### src/swr_pkg.sv
// shared types, constants and helpers for the sliding window receiver
// no dependencies

package swr_pkg;

  localparam int unsigned SeqW       = 16;
  localparam int unsigned MaxSeqBits = 16;
  localparam int unsigned MaxWindow  = 32;
  localparam int unsigned CfgIdxW    = 2;
  localparam int unsigned BitsW      = 5;
  localparam int unsigned WinRegW    = 6;

  localparam logic [CfgIdxW-1:0] CFG_SEQ_BITS    = 2'd0;
  localparam logic [CfgIdxW-1:0] CFG_WINDOW_SIZE = 2'd1;
  localparam logic [CfgIdxW-1:0] CFG_INITIAL_SEQ = 2'd2;

  localparam logic [BitsW-1:0]   BitsRst = 5'd3;
  localparam logic [WinRegW-1:0] WinRst  = 6'd4;

  typedef enum logic [1:0] {
    DISP_DELIVERED = 2'd0,
    DISP_BUFFERED  = 2'd1,
    DISP_DROPPED   = 2'd2
  } swr_disp_e;

  typedef enum logic {
    ST_IDLE,
    ST_DELIVER
  } swr_state_e;

  typedef struct packed {
    logic clear;
    logic shift;
  } swr_cell_ctrl_t;

  function automatic logic [SeqW-1:0] seq_mask(input logic [BitsW-1:0] bits);
    logic [BitsW-1:0] eb;
    logic [SeqW:0]    m;
    eb = bits;
    if (eb < BitsW'(1)) eb = BitsW'(1);
    if (eb > BitsW'(MaxSeqBits)) eb = BitsW'(MaxSeqBits);
    m = (17'd1 << eb) - 17'd1;
    return m[SeqW-1:0];
  endfunction

endpackage

### src/swr_cell.sv
// one window bitmap cell: holds the mark of one slot, takes its neighbor on a slide
// depends on swr_pkg

module swr_cell (
  input  logic                    clk_i,
  input  logic                    rst_ni,
  input  swr_pkg::swr_cell_ctrl_t ctrl_i,
  input  logic                    set_i,
  input  logic                    in_win_i,
  input  logic                    nb_mark_i,
  output logic                    mark_o
);
  import swr_pkg::*;

  logic mark_q, mark_d;

  always_comb begin
    if (ctrl_i.clear) begin
      mark_d = 1'b0;
    end else if (ctrl_i.shift) begin
      mark_d = nb_mark_i & in_win_i;
    end else if (set_i) begin
      mark_d = 1'b1;
    end else begin
      mark_d = mark_q & in_win_i;
    end
  end

  always_ff @(posedge clk_i or negedge rst_ni) begin
    if (!rst_ni) begin
      mark_q <= 1'b0;
    end else begin
      mark_q <= mark_d;
    end
  end

  assign mark_o = mark_q;

endmodule

### src/sliding_window_receiver.sv
// sliding window receiver top level: config registers, sequencer, output register,
// and the chain of window cells. depends on swr_pkg and swr_cell
//
//   channel   | signals                                   | direction
//   ----------+-------------------------------------------+----------
//   in        | in_valid_i, in_ready_o, seq_num_i         | sink
//   out       | out_valid_o, out_ready_i, disposition_o,  | source
//             | seq_out_o, next_expected_o, last_o        |
//   cfg       | cfg_we_i, cfg_idx_i, cfg_data_i           | sink
//
// a dropped or buffered packet yields one beat straight from idle.
// an in-order packet moves the sequencer to the deliver state, which yields one beat per
// delivered packet (at most the window size), each with a single shift of the cell chain.
// reset empties the window, expected number 0, width 3, window 4.
// a stalled output holds the sequencer; input is taken only in idle.

module sliding_window_receiver #(
  parameter int unsigned MaxWindow = swr_pkg::MaxWindow
) (
  input  logic                        clk_i,
  input  logic                        rst_ni,
  input  logic                        cfg_we_i,
  input  logic [swr_pkg::CfgIdxW-1:0] cfg_idx_i,
  input  logic [swr_pkg::SeqW-1:0]    cfg_data_i,
  input  logic                        in_valid_i,
  output logic                        in_ready_o,
  input  logic [swr_pkg::SeqW-1:0]    seq_num_i,
  output logic                        out_valid_o,
  input  logic                        out_ready_i,
  output logic [1:0]                  disposition_o,
  output logic [swr_pkg::SeqW-1:0]    seq_out_o,
  output logic [swr_pkg::SeqW-1:0]    next_expected_o,
  output logic                        last_o
);
  import swr_pkg::*;

  localparam int unsigned WinW = $clog2(MaxWindow + 1);
  localparam int unsigned IdxW = (MaxWindow > 1) ? $clog2(MaxWindow) : 1;

  logic [BitsW-1:0]   bits_q;
  logic [WinRegW-1:0] win_q;
  logic [SeqW-1:0]    exp_q, exp_d;
  swr_state_e         state_q, state_d;

  logic               out_valid_q;
  swr_disp_e          disp_q, disp_d;
  logic [SeqW-1:0]    seq_out_q, seq_out_d;
  logic [SeqW-1:0]    next_q, next_d;
  logic               last_q, last_d;

  logic [SeqW-1:0]    mask, seq_m, ahead, exp_inc, lim, win_ext;
  logic [WinW-1:0]    eff_win;
  logic               in_window, marked, in_fire, slot_free, load_out, set_en;
  logic [IdxW-1:0]    set_idx;
  swr_cell_ctrl_t     ctrl;
  logic [MaxWindow-1:0] marks;
  logic [MaxWindow:0]   marks_ext;

  // effective width and window
  assign mask = seq_mask(bits_q);
  always_comb begin
    lim = (SeqW'(MaxWindow) < mask) ? SeqW'(MaxWindow) : mask;
    win_ext = SeqW'(win_q);
    if (win_ext < SeqW'(1)) win_ext = SeqW'(1);
    if (win_ext > lim) win_ext = lim;
  end
  assign eff_win = win_ext[WinW-1:0];

  assign seq_m     = seq_num_i & mask;
  assign ahead     = (seq_m - exp_q) & mask;
  assign in_window = ahead < SeqW'(eff_win);
  assign set_idx   = ahead[IdxW-1:0];
  assign marked    = in_window && marks[set_idx];
  assign exp_inc   = (exp_q + SeqW'(1)) & mask;
  assign marks_ext = {1'b0, marks};

  assign slot_free = !out_valid_q || out_ready_i;
  assign in_fire   = in_valid_i && in_ready_o;

  // next state
  always_comb begin
    state_d = state_q;
    case (state_q)
      ST_IDLE: begin
        if (in_fire && in_window && !marked && ahead == '0) state_d = ST_DELIVER;
      end
      ST_DELIVER: begin
        if (slot_free && !marks_ext[1]) state_d = ST_IDLE;
      end
      default: state_d = ST_IDLE;
    endcase
  end

  // sequencer outputs
  always_comb begin
    in_ready_o = 1'b0;
    load_out   = 1'b0;
    set_en     = 1'b0;
    ctrl       = '0;
    exp_d      = exp_q;
    disp_d     = disp_q;
    seq_out_d  = seq_out_q;
    next_d     = next_q;
    last_d     = last_q;
    case (state_q)
      ST_IDLE: begin
        in_ready_o = slot_free;
        if (in_fire) begin
          if (!in_window || marked) begin
            load_out  = 1'b1;
            disp_d    = DISP_DROPPED;
            seq_out_d = seq_m;
            next_d    = exp_q;
            last_d    = 1'b1;
          end else begin
            set_en = 1'b1;
            if (ahead != '0) begin
              load_out  = 1'b1;
              disp_d    = DISP_BUFFERED;
              seq_out_d = seq_m;
              next_d    = exp_q;
              last_d    = 1'b1;
            end
          end
        end
      end
      ST_DELIVER: begin
        if (slot_free) begin
          load_out   = 1'b1;
          ctrl.shift = 1'b1;
          disp_d     = DISP_DELIVERED;
          seq_out_d  = exp_q;
          next_d     = exp_inc;
          last_d     = !marks_ext[1];
          exp_d      = exp_inc;
        end
      end
      default: ;
    endcase
    if (cfg_we_i) begin
      case (cfg_idx_i)
        CFG_SEQ_BITS:    exp_d = exp_q & seq_mask(cfg_data_i[BitsW-1:0]);
        CFG_INITIAL_SEQ: begin
          exp_d      = cfg_data_i & mask;
          ctrl.clear = 1'b1;
        end
        default: ;
      endcase
    end
  end

  always_ff @(posedge clk_i or negedge rst_ni) begin
    if (!rst_ni) begin
      bits_q      <= BitsRst;
      win_q       <= WinRst;
      exp_q       <= '0;
      state_q     <= ST_IDLE;
      out_valid_q <= 1'b0;
    end else begin
      if (cfg_we_i && cfg_idx_i == CFG_SEQ_BITS) bits_q <= cfg_data_i[BitsW-1:0];
      if (cfg_we_i && cfg_idx_i == CFG_WINDOW_SIZE) win_q <= cfg_data_i[WinRegW-1:0];
      exp_q   <= exp_d;
      state_q <= state_d;
      if (load_out) begin
        out_valid_q <= 1'b1;
      end else if (out_ready_i) begin
        out_valid_q <= 1'b0;
      end
    end
  end

  always_ff @(posedge clk_i) begin
    if (load_out) begin
      disp_q    <= disp_d;
      seq_out_q <= seq_out_d;
      next_q    <= next_d;
      last_q    <= last_d;
    end
  end

  // window cells, slot k holds the packet k ahead of the expected number
  for (genvar k = 0; k < MaxWindow; k++) begin : g_cell
    swr_cell u_cell (
      .clk_i     (clk_i),
      .rst_ni    (rst_ni),
      .ctrl_i    (ctrl),
      .set_i     (set_en && set_idx == IdxW'(k)),
      .in_win_i  (WinW'(k) < eff_win),
      .nb_mark_i (marks_ext[k+1]),
      .mark_o    (marks[k])
    );
  end

  assign out_valid_o     = out_valid_q;
  assign disposition_o   = disp_q;
  assign seq_out_o       = seq_out_q;
  assign next_expected_o = next_q;
  assign last_o          = last_q;

endmodule

### config.mk
export PLATFORM = sky130hd
export DESIGN_NAME = sliding_window_receiver
export DESIGN_NICKNAME = d
export VERILOG_FILES = /design/src/swr_pkg.sv /design/src/swr_cell.sv /design/src/sliding_window_receiver.sv
export SDC_FILE = /design/constraint.sdc
export NUM_CORES = 1
export LEC_CHECK = 0
export BUFFER_PORTS_ARGS = -buffer_cell sky130_fd_sc_hd__buf_2
export CORE_ASPECT_RATIO = 0.6
export CORE_MARGIN = 2
export CORE_UTILIZATION = 30
export DETAILED_ROUTE_END_ITERATION = 10
export PLACE_DENSITY = 0.55
export SKIP_LAST_GASP = 1
export SLEW_MARGIN = 20
export SYNTH_ARGS = -nofsm -noshare
export SYNTH_HDL_FRONTEND = slang
export SYNTH_SLANG_ARGS = --single-unit
### constraint.sdc
create_clock -name clk_i -period 7.7 [get_ports clk_i]
set_input_delay 0.77 -clock clk_i [delete_from_list [all_inputs] [get_ports clk_i]]
set_output_delay 0.77 -clock clk_i [all_outputs]
set_load 0.02 [all_outputs]
==> run_results.csv <==
group,metric,value,unit
run_status,status,"complete, no violations",
power_and_ir_drop,p_sw,1.40,mW
critical_path,path_class,"reg2reg",
synth,synthArstFlopShare,0.635,
detailed_routing,vias,7381,
sta,maxSlewHeadroom,0.314,
clock_network,postCtsHoldBufs,0,
placed_design,place_area,0.00826,mm^2
power_and_ir_drop,pwr-share-seq,0.290,
clock_network,clock_latency,370,ps
detailed_routing,drtPass1Iterations,5,
power_and_ir_drop,intPower,1.51,mW
sta,tightestPinTransition,1030,ps
floorplanning,die_x,210,um
critical_path,critPathArrivalTime,7130,ps
critical_path,crit_path_end_kind,"flop",
placed_design,dp_hpwl,20.3,mm
global_route,grt_pass1_vias,6818,
global_route,antenna_found_initial,1,
critical_path,crit_chain,"nor2_1, nand2_1, ha_1, or4_1, a21oi_1, inv_1, ha_1, nand3_1, o21bai_1, a31oi_1, mux2_2, inv_1, ha_1, nand4_1, nor2_1, nor3_1, o2111ai_1, a2111oi_0, nand4_1, or3_1, buf_4, a2bb2oi_4, buf_16",
sta,hold_viol,0,
power_and_ir_drop,pwr-share-comb,0.545,
critical_path,critPathMaxFanout,33,
placed_design,gp_congestion,0.938,
finish,antenna_cells,0,
sta,rsz0062_at_grt,"no",
global_route,grt_pass1_wl,41.6,mm
critical_path,path_buf_inv,4,
floorplanning,start_util,0.303,
power_and_ir_drop,power_switching_share,0.480,
floorplanning,core_area,0.0251,mm^2
power_and_ir_drop,p_leak,3.46,nW
clock_network,cts_setup_buffers,0,
synth,synth_top_cell_area_share,0.191,
critical_path,cp_top_family,"compound AO/OA/AOI/OAI gates",
sta,min_period_over_period,0.910,
synth,ys_types,77,
synth,synth_area,0.00761,mm^2
min_path,min_path_type,"reg2reg",
finish,num-nets-final,1028,
synth,yosys-top-cells-area,"dfrtp_1 19%, edfxtp_1 14%, a21oi_1 5.9%, nand2_1 5.5%, ha_1 4.8%",
synth,yosysWarnings,0,
global_route,grt_max_degree,64,
critical_path,max_stage_delay,570,ps
detailed_routing,wl_per_cell,20.8,um
clock_network,cts_tree,"built",
global_route,track_usage,0.204,
detailed_routing,antenna_left,0,
sta,max_clock_freq,143,MHz
power_and_ir_drop,vdd_drop_max,118,uV
clock_network,root_buffer,"clkbuf_16",
critical_path,slowest_stage,"dfrtp_1",
synth,synth_area_leader_cell,"dfrtp_1",
clock_network,clock_path_buffers,2,
synth,synthCells,919,
synth,ys.flop_type,"dfrtp_1",
critical_path,required,7820,ps
floorplanning,dieArea,0.0267,mm^2
floorplanning,rows,45,
finish,drive_gt1_frac,0.172,
finish,n_fill_cell,2600,
critical_path,cp_common_cell,"ha_1",
sta,fin_skew,13.3,ps
floorplanning,io_pins,76,
clock_network,cts_resized,0,
placed_design,portBuffers,75,
detailed_routing,wl,26.9,mm
clock_network,htreeDepth,3,
synth,syn_avg_cell_area,8.28,um^2
job,drv_cap,0,
sta,timing.hold.ws,544,ps
global_route,grt.overflow.total,0,
synth,synth-edff-count,35,
detailed_routing,drtIter0Drc,981,
finish,design_area,0.00859,mm^2
sta,setup_tns,0,ps
clock_network,numCtsBuffers,9,
detailed_routing,via_per_inst,5.71,
detailed_routing,route.detailed.drc,0,
clock_network,clkTransAtPathRegs,70,ps
clock_network,cts_num_sinks,96,
sta,period_minus_slack,7010,ps
synth,ys_ff_latch,96,
synth,yosysSeqAreaShare,0.339,
power_and_ir_drop,p_per_area,338,mW/mm^2
sta,drv_slew,0,
finish,syn_to_final_growth,12.9,%
power_and_ir_drop,clkPwrFrac,0.165,
sta,setup_viol,0,
critical_path,startpoint_type,"flop",
floorplanning,fp.dieH,127,um
-- state kept, by name, summed over array words and instances (netlist names) --
signal                count
last_o                    1
win_q                     6
disposition_o             2
bits_q                    5
state_q                   1
out_valid_o               1
exp_q                    16
seq_out_o                16
g_cell.u_cell.mark_o     32
next_expected_o          16
-- cells in the final DEF (no fill, tap or decap), types with 10 or more instances in the layout --
cell      count
a31oi_1      14
a22oi_1      13
nand3_1      29
xor2_1       11
buf_2        75
a22o_1       10
nor3_1       28
a311oi_1     13
mux2_2       23
or3_1        13
ha_1         29
inv_1        34
edfxtp_1     35
dfrtp_1      57
o31ai_1      18
and3_1       12
o21ai_0      67
nor2b_1      15
nor2_1       63
nand2_1     112
and2_1       15
or4_1        10
a21oi_1      89
buf_4        17
-- final cells by class --
class | count | area [um^2] | area share
multi-input combinational | 723 | 4630 | 0.539
tap | 329 | 412 | 0.0479
timing repair buffer | 93 | 531 | 0.0618
clock buffer | 11 | 233 | 0.0271
inverter | 36 | 135 | 0.0157
clock inverter | 5 | 66.3 | 0.00772
sequential | 96 | 2580 | 0.301
-- per-layer routing --
metal / share of wire / track usage / vias up
met5: 0.00048 / 0 / -
met4: 0.011 / 0.0380 / 2
met3: 0.13 / 0.0789 / 26
met2: 0.35 / 0.248 / 402
met1: 0.51 / 0.327 / 3471
li1: - / - / 3480
-- cell families after synthesis --
group / count (synthesis) / share of synthesized area
AND/OR/NAND/NOR: 338 / 0.218
XOR/XNOR: 16 / 0.0184
multiplexers: 39 / 0.0683
AO/OA/AOI/OAI: 298 / 0.251
flip-flops: 96 / 0.339
buffers and inverters: 101 / 0.0549
other: 1 / 0.000493
adder cells (fa/ha/maj): 30 / 0.0503
-- final timing paths --
check	cells past startpoint	slack, ps	to	startpoint
worst min register to register	1	540	win_q[0]	win_q[0]
worst max register to register	23	690	next_expected_o[10]	bits_q[4]
worst min-delay path	1	540	win_q[0]	win_q[0]
max in group asynchronous	2	6500	state_q	rst_ni
min in group asynchronous	2	600	g_cell[22].u_cell.mark_o	rst_ni
worst max-delay path	23	690	next_expected_o[10]	bits_q[4]
-- power by group through the flow --
stage               logic [mW]  registers (mW)  clock network, mW
floorplan                 1.02           0.880                  0
global placement          1.53           0.848                  0
detailed placement        1.52           0.848                  0
CTS                       1.53           0.840              0.486
global route              1.72           0.860              0.503
finish                    1.58           0.844              0.479
-- cells in the mapped netlist, drive strengths merged (23+ instances only) --
cell,n
a21oi,89
clkbuf,53
nor3,30
inv,35
edfxtp,35
nand3,29
dfrtp,58
ha,29
o21ai,71
mux2,23
nor2,64
nand2,113
-- per-stage QoR --
stage / std cells / utilization / total power, mW / setup WS [ps]
CTS: 1292 / 0.341 / 2.85 / 850
detailed placement: 1276 / 0.329 / 2.37 / 864
floorplan: 920 / - / 1.90 / 414
global placement: 1276 / 0.329 / 2.38 / 1080
finish: 1293 / 0.342 / 2.91 / 689
global route: 1293 / 0.342 / 3.09 / 135
-- worst reg2reg max path: cells and delay by family, from the launching register on --
family / cells / cell delay, ps
and+or+nand+nor: 9 / 2080
muxes: 1 / 450
buffers and inverters: 4 / 760
DFF: 1 / 570
AOI/OAI and AO/OA: 6 / 2110
adders and majority gates: 3 / 800
No activity file was read; power rests on OpenSTA's default activity.
